--- src/hdl/ordered_list_engine_macros.svh ---
// Assertion macros shared by the ordered list engine RTL.
// Each macro samples on clk and is disabled while rst_n is low.
`ifndef ORDERED_LIST_ENGINE_MACROS_SVH
`define ORDERED_LIST_ENGINE_MACROS_SVH

// The consequent must hold in the same cycle as the antecedent.
`define OLE_ASSERT_IMP(lbl, ante, cons, msg) \
  lbl: assert property (@(posedge clk) disable iff (!rst_n) (ante) |-> (cons)) \
    else $error(msg);

// The consequent must hold in the cycle after the antecedent.
`define OLE_ASSERT_NEXT(lbl, ante, cons, msg) \
  lbl: assert property (@(posedge clk) disable iff (!rst_n) (ante) |=> (cons)) \
    else $error(msg);

`endif

--- src/hdl/ole_pkg.sv ---
// Package for the ordered list engine: field widths, action and status codes.
// Used by ole_store and ordered_list_engine; depends on nothing else.
package ole_pkg;

  // Default list capacity.
  localparam int CAPACITY_DEF = 16;

  // Field widths of one input beat and one result beat.
  localparam int ACTION_W = 3;
  localparam int POS_W    = 5;
  localparam int VALUE_W  = 32;
  localparam int STATUS_W = 2;
  localparam int COUNT_W  = 5;

  // Bus widths, padded to whole bytes.
  localparam int IN_TDATA_W  = 40;
  localparam int OUT_TDATA_W = 40;

  typedef enum logic [ACTION_W-1:0] {
    ACT_CLEAR   = 3'd0,
    ACT_INSERT  = 3'd1,
    ACT_DEL_POS = 3'd2,
    ACT_DEL_VAL = 3'd3,
    ACT_READ    = 3'd4
  } action_t;

  typedef enum logic [STATUS_W-1:0] {
    ST_OK        = 2'd0,
    ST_FULL      = 2'd1,
    ST_NOT_FOUND = 2'd2,
    ST_EMPTY     = 2'd3
  } status_t;

endpackage

--- src/hdl/ole_store.sv ---
// Element store of the ordered list engine: one write port, one registered read port.
// Depends on ole_pkg for the element width.
module ole_store
  import ole_pkg::*;
#(
  parameter int DEPTH = CAPACITY_DEF
) (
  input  logic                       clk,
  input  logic                       wr_en,
  input  logic [$clog2(DEPTH)-1:0]   wr_addr,
  input  logic [VALUE_W-1:0]         wr_data,
  input  logic                       rd_en,
  input  logic [$clog2(DEPTH)-1:0]   rd_addr,
  output logic [VALUE_W-1:0]         rd_data
);

  logic [VALUE_W-1:0] mem [DEPTH];
  logic [VALUE_W-1:0] rd_data_r;

  // Write port.
  always_ff @(posedge clk) begin
    if (wr_en) begin
      mem[wr_addr] <= wr_data;
    end
  end

  // Registered read port; data holds until the next read.
  always_ff @(posedge clk) begin
    if (rd_en) begin
      rd_data_r <= mem[rd_addr];
    end
  end

  assign rd_data = rd_data_r;

endmodule

--- src/hdl/ordered_list_engine.sv ---
// Ordered list engine: a list of up to CAPACITY signed 32-bit values held in a store with one
// write port and one registered read port, addressed by 1-based position. One beat is taken at
// a time; in_tready is high only while the engine is idle. An insert or a delete at position
// shifts the entries behind it one at a time; a delete by value first searches the list from
// its head for the match and reports not found if there is none; a read-out sends one result
// beat per element. Clear, full, empty, unused-action and position-not-found cases send a single
// result beat. Result beats wait while the sink holds out_tready low. No clearing pass follows
// reset.
`include "ordered_list_engine_macros.svh"

module ordered_list_engine
  import ole_pkg::*;
#(
  parameter int CAPACITY = CAPACITY_DEF
) (
  input  logic                   clk,
  input  logic                   rst_n,
  input  logic                   in_tvalid,
  output logic                   in_tready,
  input  logic [IN_TDATA_W-1:0]  in_tdata,   // action[2:0], position[7:3], value[39:8]
  output logic                   out_tvalid,
  input  logic                   out_tready,
  output logic [OUT_TDATA_W-1:0] out_tdata,  // status[1:0], element[33:2], count[38:34], 0
  output logic                   out_tlast
);

  localparam int AW = $clog2(CAPACITY);
  localparam int CW = $clog2(CAPACITY + 1);
  localparam int EW = ((CW > POS_W) ? CW : POS_W) + 1;

  typedef enum logic [2:0] {
    S_IDLE,
    S_MOVE,
    S_SEARCH,
    S_RD_LOAD,
    S_OUT
  } state_t;

  state_t             state_r, state_nxt;
  logic [CW-1:0]      count_r, count_nxt;
  logic [CW-1:0]      cur_r, cur_nxt;
  logic [CW-1:0]      left_r, left_nxt;
  logic               ins_r, ins_nxt;
  logic               pend_v_r, pend_v_nxt;
  logic [AW-1:0]      pend_a_r, pend_a_nxt;
  logic               cmp_v_r, cmp_v_nxt;
  logic [AW-1:0]      cmp_a_r, cmp_a_nxt;
  logic [AW-1:0]      idx_r, idx_nxt;
  logic [VALUE_W-1:0] val_r, val_nxt;
  logic               out_valid_r, out_valid_nxt;
  status_t            out_status_r, out_status_nxt;
  logic [VALUE_W-1:0] out_elem_r, out_elem_nxt;
  logic               out_last_r, out_last_nxt;

  logic               wr_en, rd_en;
  logic [AW-1:0]      wr_addr, rd_addr;
  logic [VALUE_W-1:0] wr_data, rd_data;

  logic [ACTION_W-1:0] in_action;
  logic [POS_W-1:0]    in_pos;
  logic [VALUE_W-1:0]  in_value;
  logic [EW-1:0]       pos_e, count_e, ins_idx_e;
  logic                in_fire;

  // Unpack the input beat.
  assign in_action = in_tdata[ACTION_W-1:0];
  assign in_pos    = in_tdata[ACTION_W+POS_W-1:ACTION_W];
  assign in_value  = in_tdata[ACTION_W+POS_W+VALUE_W-1:ACTION_W+POS_W];
  assign in_fire   = in_tvalid && in_tready;

  // Position arithmetic in a width that holds both the position and the count.
  assign pos_e   = EW'(in_pos);
  assign count_e = EW'(count_r);
  always_comb begin
    ins_idx_e = (pos_e == '0) ? '0 : pos_e - EW'(1);
    if (ins_idx_e > count_e) begin
      ins_idx_e = count_e;
    end
  end

  ole_store #(
    .DEPTH (CAPACITY)
  ) u_store (
    .clk     (clk),
    .wr_en   (wr_en),
    .wr_addr (wr_addr),
    .wr_data (wr_data),
    .rd_en   (rd_en),
    .rd_addr (rd_addr),
    .rd_data (rd_data)
  );

  // Sequencer: decodes an action, then moves or searches one store entry per cycle.
  always_comb begin
    state_nxt      = state_r;
    count_nxt      = count_r;
    cur_nxt        = cur_r;
    left_nxt       = left_r;
    ins_nxt        = ins_r;
    pend_v_nxt     = pend_v_r;
    pend_a_nxt     = pend_a_r;
    cmp_v_nxt      = cmp_v_r;
    cmp_a_nxt      = cmp_a_r;
    idx_nxt        = idx_r;
    val_nxt        = val_r;
    out_valid_nxt  = out_valid_r;
    out_status_nxt = out_status_r;
    out_elem_nxt   = out_elem_r;
    out_last_nxt   = out_last_r;
    wr_en          = 1'b0;
    wr_addr        = pend_a_r;
    wr_data        = rd_data;
    rd_en          = 1'b0;
    rd_addr        = cur_r[AW-1:0];

    unique case (state_r)
      S_IDLE: begin
        // Single-beat results default to a final beat with no element.
        out_elem_nxt = '0;
        out_last_nxt = 1'b1;
        if (in_fire) begin
          unique case (action_t'(in_action))
            ACT_CLEAR: begin
              count_nxt      = '0;
              out_status_nxt = ST_OK;
              out_valid_nxt  = 1'b1;
              state_nxt      = S_OUT;
            end
            ACT_INSERT: begin
              if (count_r == CW'(CAPACITY)) begin
                out_status_nxt = ST_FULL;
                out_valid_nxt  = 1'b1;
                state_nxt      = S_OUT;
              end else begin
                idx_nxt    = AW'(ins_idx_e);
                val_nxt    = in_value;
                left_nxt   = CW'(count_e - ins_idx_e);
                cur_nxt    = count_r - CW'(1);
                ins_nxt    = 1'b1;
                pend_v_nxt = 1'b0;
                state_nxt  = S_MOVE;
              end
            end
            ACT_DEL_POS: begin
              if (count_r == '0) begin
                out_status_nxt = ST_EMPTY;
                out_valid_nxt  = 1'b1;
                state_nxt      = S_OUT;
              end else if (pos_e == '0 || pos_e > count_e) begin
                out_status_nxt = ST_NOT_FOUND;
                out_valid_nxt  = 1'b1;
                state_nxt      = S_OUT;
              end else begin
                left_nxt   = CW'(count_e - pos_e);
                cur_nxt    = CW'(pos_e);
                ins_nxt    = 1'b0;
                pend_v_nxt = 1'b0;
                state_nxt  = S_MOVE;
              end
            end
            ACT_DEL_VAL: begin
              if (count_r == '0) begin
                out_status_nxt = ST_EMPTY;
                out_valid_nxt  = 1'b1;
                state_nxt      = S_OUT;
              end else begin
                val_nxt   = in_value;
                cur_nxt   = '0;
                cmp_v_nxt = 1'b0;
                state_nxt = S_SEARCH;
              end
            end
            ACT_READ: begin
              if (count_r == '0) begin
                out_status_nxt = ST_EMPTY;
                out_valid_nxt  = 1'b1;
                state_nxt      = S_OUT;
              end else begin
                rd_en     = 1'b1;
                rd_addr   = '0;
                cur_nxt   = '0;
                state_nxt = S_RD_LOAD;
              end
            end
            default: begin
              out_status_nxt = ST_OK;
              out_valid_nxt  = 1'b1;
              state_nxt      = S_OUT;
            end
          endcase
        end
      end

      S_MOVE: begin
        // Write the entry read last cycle one place up or down, while reading the next one.
        if (pend_v_r) begin
          wr_en = 1'b1;
        end
        if (left_r != '0) begin
          rd_en      = 1'b1;
          pend_v_nxt = 1'b1;
          pend_a_nxt = ins_r ? cur_r[AW-1:0] + AW'(1) : cur_r[AW-1:0] - AW'(1);
          cur_nxt    = ins_r ? cur_r - CW'(1) : cur_r + CW'(1);
          left_nxt   = left_r - CW'(1);
        end else begin
          pend_v_nxt = 1'b0;
          if (!pend_v_r) begin
            // Gap is open or closed: finish the operation.
            if (ins_r) begin
              wr_en     = 1'b1;
              wr_addr   = idx_r;
              wr_data   = val_r;
              count_nxt = count_r + CW'(1);
            end else begin
              count_nxt = count_r - CW'(1);
            end
            out_status_nxt = ST_OK;
            out_elem_nxt   = '0;
            out_last_nxt   = 1'b1;
            out_valid_nxt  = 1'b1;
            state_nxt      = S_OUT;
          end
        end
      end

      S_SEARCH: begin
        // Compare the entry read last cycle while reading the next one.
        if (cmp_v_r && rd_data == val_r) begin
          left_nxt   = count_r - CW'(1) - CW'(cmp_a_r);
          cur_nxt    = CW'(cmp_a_r) + CW'(1);
          ins_nxt    = 1'b0;
          pend_v_nxt = 1'b0;
          state_nxt  = S_MOVE;
        end else if (cmp_v_r && CW'(cmp_a_r) == count_r - CW'(1)) begin
          out_status_nxt = ST_NOT_FOUND;
          out_elem_nxt   = '0;
          out_last_nxt   = 1'b1;
          out_valid_nxt  = 1'b1;
          state_nxt      = S_OUT;
        end else begin
          rd_en     = 1'b1;
          cmp_v_nxt = 1'b1;
          cmp_a_nxt = cur_r[AW-1:0];
          cur_nxt   = cur_r + CW'(1);
        end
      end

      S_RD_LOAD: begin
        // Present one stored element as a result beat.
        out_status_nxt = ST_OK;
        out_elem_nxt   = rd_data;
        out_last_nxt   = (cur_r + CW'(1) == count_r);
        out_valid_nxt  = 1'b1;
        state_nxt      = S_OUT;
      end

      S_OUT: begin
        if (out_tready) begin
          out_valid_nxt = 1'b0;
          if (out_last_r) begin
            state_nxt = S_IDLE;
          end else begin
            cur_nxt   = cur_r + CW'(1);
            rd_en     = 1'b1;
            rd_addr   = AW'(cur_r + CW'(1));
            state_nxt = S_RD_LOAD;
          end
        end
      end

      default: begin
        state_nxt = S_IDLE;
      end
    endcase
  end

  // State and registered outputs.
  always_ff @(posedge clk) begin
    if (!rst_n) begin
      state_r     <= S_IDLE;
      count_r     <= '0;
      pend_v_r    <= 1'b0;
      cmp_v_r     <= 1'b0;
      out_valid_r <= 1'b0;
    end else begin
      state_r     <= state_nxt;
      count_r     <= count_nxt;
      pend_v_r    <= pend_v_nxt;
      cmp_v_r     <= cmp_v_nxt;
      out_valid_r <= out_valid_nxt;
    end
    cur_r        <= cur_nxt;
    left_r       <= left_nxt;
    ins_r        <= ins_nxt;
    pend_a_r     <= pend_a_nxt;
    cmp_a_r      <= cmp_a_nxt;
    idx_r        <= idx_nxt;
    val_r        <= val_nxt;
    out_status_r <= out_status_nxt;
    out_elem_r   <= out_elem_nxt;
    out_last_r   <= out_last_nxt;
  end

  // Output beat.
  assign in_tready  = (state_r == S_IDLE);
  assign out_tvalid = out_valid_r;
  assign out_tlast  = out_last_r;
  assign out_tdata  = {1'b0, COUNT_W'(count_r), out_elem_r, out_status_r};

  // Checks on the sequencer.
  `OLE_ASSERT_IMP(a_count_bound, 1'b1, count_r <= CW'(CAPACITY), "count above capacity")
  `OLE_ASSERT_IMP(a_idle_no_result, in_tready, !out_valid_r, "result pending while idle")
  `OLE_ASSERT_IMP(a_err_no_elem, out_valid_r && out_status_r != ST_OK, out_elem_r == '0 && out_last_r, "error beat carries data")
  `OLE_ASSERT_NEXT(a_last_to_idle, out_valid_r && out_tready && out_last_r, in_tready, "not idle after final beat")

endmodule
--- config.mk ---
export PLATFORM = sky130hd
export DESIGN_NAME = ordered_list_engine
export DESIGN_NICKNAME = d
export VERILOG_FILES = /design/src/hdl/ole_pkg.sv /design/src/hdl/ole_store.sv /design/src/hdl/ordered_list_engine.sv
export VERILOG_INCLUDE_DIRS = /design/src /design/src/hdl
export SDC_FILE = /design/constraint.sdc
export NUM_CORES = 1
export LEC_CHECK = 0
export BUFFER_PORTS_ARGS = -buffer_cell sky130_fd_sc_hd__buf_2
export CORE_UTILIZATION = 45
export CTS_CLUSTER_SIZE = 40
export DETAILED_ROUTE_END_ITERATION = 10
export HOLD_SLACK_MARGIN = 0.05
export SLEW_MARGIN = 20
export SYNTH_ARGS = -nofsm -noshare
export SYNTH_HDL_FRONTEND = slang
export SYNTH_SLANG_ARGS = --single-unit
--- constraint.sdc ---
create_clock -name clk -period 4.9 [get_ports clk]
set_clock_uncertainty 0.1 [all_clocks]
set_input_delay 0.98 -clock clk [delete_from_list [all_inputs] [get_ports clk]]
set_output_delay 0.98 -clock clk [all_outputs]
set_load 0.02 [all_outputs]
-- Yosys cells after proc, flatten, opt, wreduce, memory -nomap -nowiden
Memory sizes are Yosys's and may differ from the RTL's. A register that Yosys moved wholly into a read port is not among the register bits.
Cells that the tools add are included.
- bits in registers: 101
- bits in writable memories: 512
- output and inout port bits: 43
- memories kept: 1
- memories (name ; depth ; width ; rd ports ; clocked after Yosys merged registers in ; write ports ; RTL line ; RTL):
    u_store.mem ; 16 ; 32 ; 1 ; 1 ; 1 ; ole_store.sv:17 ; logic [VALUE_W-1:0] mem [DEPTH];
- add/sub/neg operators: 12
- magnitude comparators: 2
- eq/ne operators: 38
- mux-type cells: 123
- bitwise operators: 3
- reduce and logical (&&, ||, !) cells: 31
- operator list (operator ; number):
    $mux W32 ; 10
    $pmux W32 S4 ; 1
    $mux W5 ; 23
    $pmux W32 S2 ; 1
    $mux W4 ; 10
    $mux W1 ; 37
    $mux W3 ; 11
    $eq A32 B32 Y1 ; 1
    $pmux W5 S3 ; 2
    $ne A2 B2 Y1 const B ; 12
    $ne A3 B3 Y1 const B ; 7
    $mux W2 ; 10
    $pmux W5 S2 ; 2
    $pmux W5 S4 ; 1
    $reduce_and A5 Y1 ; 4
    $pmux W3 S5 ; 1
    $sub A5 B1 Y5 const B ; 3
    $reduce_and A7 Y1 ; 2
    $eq A3 B2 Y1 const B ; 4
    $pmux W3 S4 ; 1
    $reduce_and A11 Y1 ; 1
    $add A5 B1 Y5 const B ; 2
    $reduce_and A10 Y1 ; 1
    $reduce_bool A5 Y1 ; 2
    42 further kinds ; 60

-- Longest topological paths before layout
Gate-level depths: netlist (run 1).
- depth after elaboration: 9
- mapped depth: 18
- depth with buffers taken out: 18

-- Modules after synthesis
A second synthesis (run 1) with hierarchy kept.
- cell total of the unflattened synthesis: 1435
- area, all modules: 26575.5 sq um
- modules (own cells, without submodules) (module ; instances ; cells an instance ; area each (sq um)):
    ole_store ; 1 ; 838 ; 20155.6
    ordered_list_engine ; 1 ; 597 ; 6419.9

-- Worst setup path after synthesis (run 1)
Ideal clock, no wire load.
- path kind: input-to-reg
- from: in in_tdata[4]
- to: reg left_r[4], data pin
- setup time: 0.271 ns
- data arrival time: 4.298 ns
- data required time: 4.529 ns
- path slack: 0.231 ns
- stages: 18
- cells stage by stage: inv_1 ha_1 nor4b_1 nor2_1 ha_1 nor2b_1 o21a_1 o21ai_0 a21oi_1 nor2_1 mux2i_1 ha_1 inv_1 fa_1 a21o_1 a21oi_1 xnor2_1 o221ai_1
- cells in the longest elaborated chain, start to end: 9
- elaborated cells on any way between the ends: 13
- classes of those cells: 3 x add/sub; 1 x order compare; 8 x mux; 1 x reduce/logical
- RTL lines (element ; RTL line ; RTL):
    start, declared ; ordered_list_engine.sv:20 ; input logic [IN_TDATA_W-1:0] in_tdata,
    $sub A5 B1 Y6 / $logic_not A6 Y1 (equally long branches) ; ordered_list_engine.sv:75 ; ins_idx_e = (pos_e == '0) ? '0 : pos_e - EW'(1);
    $mux W6 * ; ordered_list_engine.sv:75 ;
    $gt A6 B5 Y1 ; ordered_list_engine.sv:76 ; if (ins_idx_e > count_e) begin
    $mux W5 * ; ordered_list_engine.sv:76 ;
    via ins_idx_e[0] ; ordered_list_engine.sv:62 ; logic [EW-1:0] pos_e, count_e, ins_idx_e;
    $sub A5 B5 Y5 * ; ordered_list_engine.sv:137 ; left_nxt = CW'(count_e - ins_idx_e);
    $mux W5 * ; ordered_list_engine.sv:130 ; if (count_r == CW'(CAPACITY)) begin
    $pmux W5 S2 * ; ordered_list_engine.sv:122 ; unique case (action_t'(in_action))
    $mux W5 * ; ordered_list_engine.sv:121 ; if (in_fire) begin
    $pmux W5 S3 * ; ordered_list_engine.sv:116 ; unique case (state_r)
    via left_nxt[4] ; ordered_list_engine.sv:42 ; logic [CW-1:0] left_r, left_nxt;
    end signal, assigned ; ordered_list_engine.sv:293 ; left_r <= left_nxt;
    end, declared ; ordered_list_engine.sv:42 ;
The timed path passes the listed nets; every way through them passes the cells marked *. The select of a mux whose other input is x is not followed.
A chain may end at the register's enable or synchronous reset.

-- Worst setup path in the final report (run 1)
- from: in in_tdata[4]
- to: reg left_r[3], data pin
- cells in the longest elaborated chain, start to end: 9
- elaborated cells on any way between the ends: 13
- classes of those cells: 3 x add/sub; 1 x order compare; 8 x mux; 1 x reduce/logical
- RTL lines (element ; RTL line):
    $sub A5 B1 Y6 / $logic_not A6 Y1 (equally long branches) ; ordered_list_engine.sv:75
    $mux W6 ; ordered_list_engine.sv:75
    $gt A6 B5 Y1 ; ordered_list_engine.sv:76
    $mux W5 ; ordered_list_engine.sv:76
    $sub A5 B5 Y5 ; ordered_list_engine.sv:137
    $mux W5 ; ordered_list_engine.sv:130
    $pmux W5 S2 * ; ordered_list_engine.sv:122
    $mux W5 * ; ordered_list_engine.sv:121
    $pmux W5 S3 * ; ordered_list_engine.sv:116
    via left_nxt[3] ; ordered_list_engine.sv:42
Marks and branches as above.

==> key figures, run 1 <==
Outcome
  – Outcome: completed

Detailed routing
  – First drt pass iteration count: 5
  – Final wirelength: 76.2 mm
  – Routed Antenna Nets: 0
  – Drt wl/cell: 25.7 um
  – Drc violations: 0
  – Via/cell ratio: between 5 and 6
  – 1st-iter DRT viols: 2,074
  – Vias: approximately 17k

Power
  – Clk pwr share: 35.3%
  – Internal: roughly 0.01 W
  – Reg power frac: 47.2%
  – Static Leak: roughly 11 nW
  – Worst vdd ir: roughly 0.23 mV
  – Cell Pwr Density: 436 nW/um^2
  – Comb pwr share: 17.5%
  – Switching Share: 27.6%
  – Net Sw Power: 0.00378 W

Setup path
  – Crit path kind: in -> reg
  – Critical path endpoint category: flip-flop
  – Crit Reg-Reg Endpoint: u_store.mem[2][10]
  – Worst endpoint required time: 5.12 ns
  – Worst setup SP type: primary input
  – Crit path DAT: ~4.5 ns
  – Crit-path max FO: 5
  – Critical R2R Launch: left_r[0]
  – R2R Setup Slk: 0.67 ns
  – Worst Reg2Reg Path Length in Cells: 10

Timing
  – Achievable Freq: 235 MHz
  – Final Hold Viols: 0
  – Final setup violation count: 0
  – Final Cycle Share: 86.8%
  – Fin. max-slew vios: 0
  – Slew at the pin closest to its max-slew limit: 1.11 ns
  – Slew headroom: 25.7%
  – RSZ-0062 raised after global routing: no
  – Setup Total Neg Slack: 0 ns
  – Post-route minimum period: 4.25 ns

Yosys
  – Mapped Area: ~27,000 sq um
  – Flops & latches, synth: approximately 650
  – Yosys Warn Count: 0
  – Synthesized area per cell: 13.5 sq um
  – Synth Net Count: 2,104
  – Sequential area share after synthesis: between 70 and 80%
  – Synth area leader: edfxtp_1
  – Syn Inst Count: 2,029
  – Fraction of registers with async set/reset: 0%
  – Synth cell types: 70
  – Main area contributors after synthesis: edfxtp_1 (69%), nand2_1 (5.2%), mux2i_1 (2.6%), nor2_1 (2.0%), nand3_1 (2.0%)
  – Post-synth EDFFs: between 600 and 700
  – Synth top area share: 69.3%
  – Post-synth top flop: edfxtp_1

Cells and area
  – Antenna diodes: 0
  – Most frequent cells in the layout: edfxtp_1 (634), nand2_1 (381), nor2_1 (135)
  – Layout cell share with drive strength beyond 1: 14.4%
  – Most common cell after layout, fill and taps aside: edfxtp_1
  – Nets: 2,211
  – Area Growth Syn to Fin: 14.3%
  – Finished Core Util: a little over half
  – Fill cells: roughly 5k

Clock tree
  – Clk root buf: clkbuf_16
  – H-tree levels: 3
  – Post-cts sizing count: 0
  – Worst-skew pair later-pin latency: 0.60 ns
  – Clk pin slew, worst setup/hold paths: 0.06 ns
  – Setup bufs post-CTS: 0
  – Max Root-Sink Buffers: 3
  – CTS tree: done
  – TritonCTS buffer count: 69
  – Hold-fix buffers, CTS: 0
  – CTS Sinks: 645

Floorplan
  – # rows: 90
  – Io pins: 87
  – Die extent in x: 249 um
  – Starting Density: between 40 and 50%
  – Die Y: 249 um
  – Die area: 62,000 sq um
  – Core ar.: 60,400 sq um

Min path
  – Worst Hold Path EP: out_tvalid
  – Cells on Worst Hold Path: 2
  – Worst hold path type: reg -> reg
  – Hold Path Origin: out_tvalid

Global routing
  – Tot GR Track Use: 24.5%
  – Largest net degree at the start of global routing: 66
  – Initial antenna violation count: 4
  – Global-route wire length before repair: 112 mm
  – Vias in the first global route: 16.8k
  – Congestion Overflow GR: 0

Place
  – Final Wtd Congestion: 0.894
  – DP HPWL: between 40 and 50 mm
  – I/O Buffers: 85

Flow run
  – Total of max-cap violations: 0
## Yosys cell counts (all sizes together) (3+ instances only)
cell	instances
nor2	145
or2	3
o22ai	3
nor3b	5
nor4	8
xnor2	50
a211oi	34
a31oi	6
o21a	6
nand2	381
nand4	10
o21ai	22
a21o	8
a221oi	4
nor3	19
or3	3
nor4b	4
a32oi	35
a2111oi	33
a21boi	36
a21oi	21
buf	60
and2	36
nor2b	16
nand2b	10
inv	34
edfxtp	634
mux2i	72
ha	27
o221ai	6
and3	36
xor2	14
nand3	107
o211ai	37
clkbuf	57
fa	4
dfxtp	11
## worst max path at each step
stage                           start   endpoint  cells past startpoint
after detailed placement  in_tdata[4]  left_r[3]                     19
after floorplan           in_tdata[4]  left_r[4]                     18
after CTS                 in_tdata[4]  left_r[3]                     19
after global placement    in_tdata[4]  left_r[3]                     19
after global routing      in_tdata[4]  left_r[3]                     19
final                     in_tdata[4]  left_r[3]                     19
## cells by family (layout without fill, tap and decap cells)
group	after synthesis	in the layout	share of synthesized area (%)
xor+xnor	64	64	2.04
mux	73	73	2.67
fa+ha+maj	31	31	1.52
flops	645	645	70.1
simple gates	791	791	12.9
other cells	1	1	0.0137
buf+inv	151	309	2.46
compound gates	273	273	8.29
## critical path: stages
cell and delay [ns]:
buf_2 0.11, inv_1 0.10, ha_1 0.23, nor4b_1 0.34, nor2_1 0.11, ha_1 0.31
nor2b_1 0.14, o21a_1 0.16, o21ai_0 0.15, a21oi_1 0.11, nor2_1 0.17, buf_4 0.16
mux2i_1 0.38, ha_1 0.31, a21o_1 0.18, a21oi_1 0.17, xnor2_1 0.08, o211ai_1 0.16
o221ai_1 0.13
## layout make-up
cell class / count / area [sq um] / area share (%)
Clock buffer: 87 / 1860 / 5.92
Clock inverter: 35 / 200 / 0.638
Inverter: 34 / 128 / 0.407
Multi-Input combinational cell: 1233 / 7740 / 24.7
Sequential cell: 645 / 19300 / 61.4
Tap cell: 782 / 978 / 3.12
Timing Repair Buffer: 153 / 1220 / 3.90
## through the flow
step | std cells | worst slack [ns] | instance area, sq um | total power, W | hold WS [ns]
after floorplan | 2029 | 0.231 | 27500 | 0.00814 | 0.324
after global placement | 2847 | 0.0934 | 29300 | 0.00893 | 0.345
after detailed placement | 2847 | 0.0420 | 29300 | 0.00897 | 0.350
after CTS | 2969 | 0.653 | 31400 | 0.0138 | 0.357
after global routing | 2969 | 0.233 | 31400 | 0.0142 | 0.393
final | 2969 | 0.648 | 31400 | 0.0137 | 0.356
## routing by layer
layer	global-route usage, %	up-vias	routed length [um]
met3	3.74	139	5420
li1	-	7775	-
met4	7.76	0	2210
met2	38.4	702	35400
met1	35.3	8730	33100
met5	0	-	0
## flip-flops by register name (all words and copies together) (netlist names), 4 cells and up
register / flops
val_r: 32
idx_r: 4
u_store.rd_data: 32
left_r: 5
out_elem_r: 32
u_store.mem: 512
cur_r: 5
count_r: 5
cmp_a_r: 4
pend_a_r: 4
## power by group through the flow
stage / combinational [W] / sequential, W / clock, W
2_1_floorplan: 0.00153 / 0.00661 / 0
3_3_place_gp: 0.00236 / 0.00657 / 0
3_5_place_dp: 0.00240 / 0.00657 / 0
4_1_cts: 0.00241 / 0.00646 / 0.00491
5_1_grt: 0.00259 / 0.00647 / 0.00511
6_report: 0.00240 / 0.00646 / 0.00484
Power figures use the tool's default switching activity.
==> run 2: changes to the inputs <==
==> constraint.sdc (replaced) <==
create_clock -name clk -period 4.9 [get_ports clk]
set_clock_uncertainty 0.1 [all_clocks]
set_input_delay 0.735 -clock clk [delete_from_list [all_inputs] [get_ports clk]]
set_output_delay 0.735 -clock clk [all_outputs]
set_load 0.02 [all_outputs]
==> run 2 against run 1 <==
  * Sequential cell count stayed put
  * Critical path type is now reg -> reg
  * Die area stayed put
  * Via count hardly changed
  * Highest routed layer unchanged
==> key figures, run 2 (synthesized netlist as in run 1, its figures left out) <==
Outcome
  – Outcome: completed (unchanged)

Global routing
  – M3 GR Usage: 4.32% (was 3.74%)
  – Vias in the first global route: 16.9k (was 16.8k)
  – Largest net degree at the start of global routing: 78 (was 66)
  – GR Util met2: 39.0% (was 38.4%)
  – Congestion Overflow GR: 0 (unchanged)
  – Tot GR Track Use: 24.8% (was 24.5%)
  – Gr busiest metal: met2 (unchanged)
  – Global-route wire length before repair: 113 mm (was 112 mm)
  – Initial antenna violation count: 2 (was 4)
  – Grt met1 use: 34.8% (was 35.3%)

Setup path
  – Crit path kind: reg -> reg (was in -> reg)
  – Cell Chain, Critical Path: inv_1, ha_1, or4b_2, nor2_1, nand2_1, nor2_4, a31oi_1, nor2b_4, buf_12 (was buf_2, inv_1, ha_1, nor4b_1, nor2_1, ha_1, nor2b_1, o21a_1, o21ai_0, a21oi_1, nor2_1, buf_4, mux2i_1, ha_1, a21o_1, a21oi_1, xnor2_1, o211ai_1, o221ai_1)
  – Crit-path max FO: 19 (was 5)
  – Worst setup SP type: flip-flop (was primary input)
  – Worst endpoint required time: 5.09 ns (was 5.12 ns)
  – Crit-path slowest cell: or4b_2 (was mux2i_1)
  – Crit path DAT: 4.32 ns (was 4.47 ns)
  – Critical path endpoint category: flip-flop (unchanged)
  – CP peak stage delay: 0.69 ns (was 0.38 ns)

Detailed routing
  – Routed Antenna Nets: 0 (unchanged)
  – Final wirelength: 76.4 mm (was 76.2 mm)
  – Drc violations: 0 (unchanged)
  – Vias: 17.3k (about the same)
  – First drt pass iteration count: 5 (unchanged)
  – 1st-iter DRT viols: 1,736 (was 2,074)
  – Drt wl/cell: 25.7 um (about the same)
  – Via/cell ratio: 5.83 (was 5.84)

Timing
  – Post-route minimum period: 4.13 ns (was 4.25 ns)
  – Worst setup slack after layout: 0.767 ns (was 0.648 ns)
  – Fin. max-slew vios: 0 (unchanged)
  – Final setup violation count: 0 (unchanged)
  – Achievable Freq: 242 MHz (was 235 MHz)
  – Slew headroom: 24.4% (was 25.7%)
  – Final Cycle Share: 84.4% (was 86.8%)
  – Setup Total Neg Slack: 0 ns (unchanged)
  – RSZ-0062 raised after global routing: no (unchanged)
  – Final Hold Viols: 0 (unchanged)
  – Slew at the pin closest to its max-slew limit: 1.13 ns (was 1.11 ns)

Clock tree
  – Clk root buf: clkbuf_16 (unchanged)
  – Clk pin slew, worst setup/hold paths: 0.06 ns (about the same)
  – CTS tree: done (unchanged)
  – Hold-fix buffers, CTS: 0 (unchanged)
  – Post-cts sizing count: 0 (unchanged)
  – H-tree levels: 3 (unchanged)
  – Max Root-Sink Buffers: 3 (unchanged)
  – TritonCTS buffer count: 70 (was 69)
  – Setup bufs post-CTS: 0 (unchanged)
  – Worst-skew pair later-pin latency: 0.61 ns (was 0.60 ns)
  – CTS Sinks: 645 (unchanged)

Cells and area
  – Non-filler cells, final: 2,973 (was 2,969)
  – Most flops, register: u_store.mem (unchanged)
  – Antenna diodes: 0 (unchanged)
  – Most frequent cells in the layout: edfxtp_1 (634), nand2_1 (381), nor2_1 (135) (unchanged)
  – Layout cell share with drive strength beyond 1: 14.9% (was 14.4%)
  – Most common cell after layout, fill and taps aside: edfxtp_1 (unchanged)
  – Nets: 2,218 (was 2,211)
  – Area Growth Syn to Fin: 14.5% (was 14.3%)
  – Largest register FFs: 512 (unchanged)

Floorplan
  – # rows: 90 (unchanged)
  – Starting Density: 45.5% (unchanged)
  – Die extent in x: 249 um (unchanged)
  – Io pins: 87 (unchanged)
  – Die Y: 249 um (unchanged)
  – Die area: 62,000 sq um (unchanged)
  – Core ar.: 60,400 sq um (unchanged)

Place
  – Pre-CTS setup slack: 0.277 ns (was 0.0420 ns)
  – DP HPWL: 44.0 mm (was 42.6 mm)
  – Cells after DPL: 2,853 (was 2,847)
  – I/O Buffers: 85 (unchanged)
  – Final Wtd Congestion: 0.902 (was 0.894)

Flow run
  – Total of max-cap violations: 0 (unchanged)

Power
  – Switching Share: 27.3% (was 27.6%)
  – Worst vdd ir: 0.283 mV (was 0.230 mV)
  – Static Leak: 11.0 nW (was 10.9 nW)
  – Net Sw Power: 0.00379 W (was 0.00378 W)
  – Cell Pwr Density: 441 nW/um^2 (was 436 nW/um^2)
  – Reg power frac: 46.6% (was 47.2%)
  – Internal: 0.0101 W (was 0.00992 W)
  – Clk pwr share: 36.1% (was 35.3%)
  – Comb pwr share: 17.3% (was 17.5%)

Min path
  – Worst hold path type: in -> reg (was reg -> reg)
## run 2: changes by cell type in the layout (fill, tap and decap cells not counted)
cell	delta
buf_12	-6
buf_4	+12
bufinv_16	+3
clkbuf_1	-3
clkinv_1	-5
clkinv_16	+1
clkinv_2	+5
clkinv_4	-1
clkinv_8	-1
inv_6	-1
## run 2: critical path: cells and delay by family (launching register included)
kind	cells	cell delay [ns]
adders and majority gates	1	0.19
buffers and inverters	2	0.38
AOI/OAI and AO/OA	1	0.38
and+or+nand+nor	5	2.37
DFF	1	0.41
## run 2: final timing paths
| path | from | to | slack, ns | cells after the start |
|---|---|---|---|---|
| max | left_r[0] | u_store.mem[11][22] | 0.77 | 9 |
| min | in_tdata[30] | val_r[22] | 0.20 | 1 |
| max reg2reg | left_r[0] | u_store.mem[11][22] | 0.77 | 9 |
| min reg2reg | out_tvalid | out_tvalid | 0.36 | 2 |
## run 2: final cells by class
cell class / instances / area, sq um
Fill cell: 5042 / 28900
Clock inverter: 36 / 293
Timing Repair Buffer: 159 / 1190
Sequential cell: 645 / 19300
Inverter: 34 / 128
Multi-Input combinational cell: 1233 / 7740
Clock buffer: 84 / 1850
Tap cell: 782 / 978
## run 2: through the flow
stage,cell area [sq um],hold WS (ns),util (%),total power [W]
detailed placement,29300,0.367,48.6,0.00896
finish,31400,0.198,52.1,0.0139
floorplan,27500,0.324,-,0.00814
global placement,29300,0.342,48.6,0.00892
global route,31400,0.169,52.1,0.0144
CTS,31400,0.166,52.1,0.0139
## run 2: power groups by stage
stage,sequential (W),combinational (W),clock (W)
floorplan,0.00661,0.00153,0
global placement,0.00657,0.00235,0
detailed placement,0.00657,0.00239,0
CTS,0.00646,0.00240,0.00507
global route,0.00647,0.00259,0.00529
finish,0.00646,0.00240,0.00500
## run 2: metal layers
layer	vias up	share of wire, %
li1	7779	-
met1	8681	43
met2	740	47
met3	136	7.4
met4	0	3.2
met5	-	0
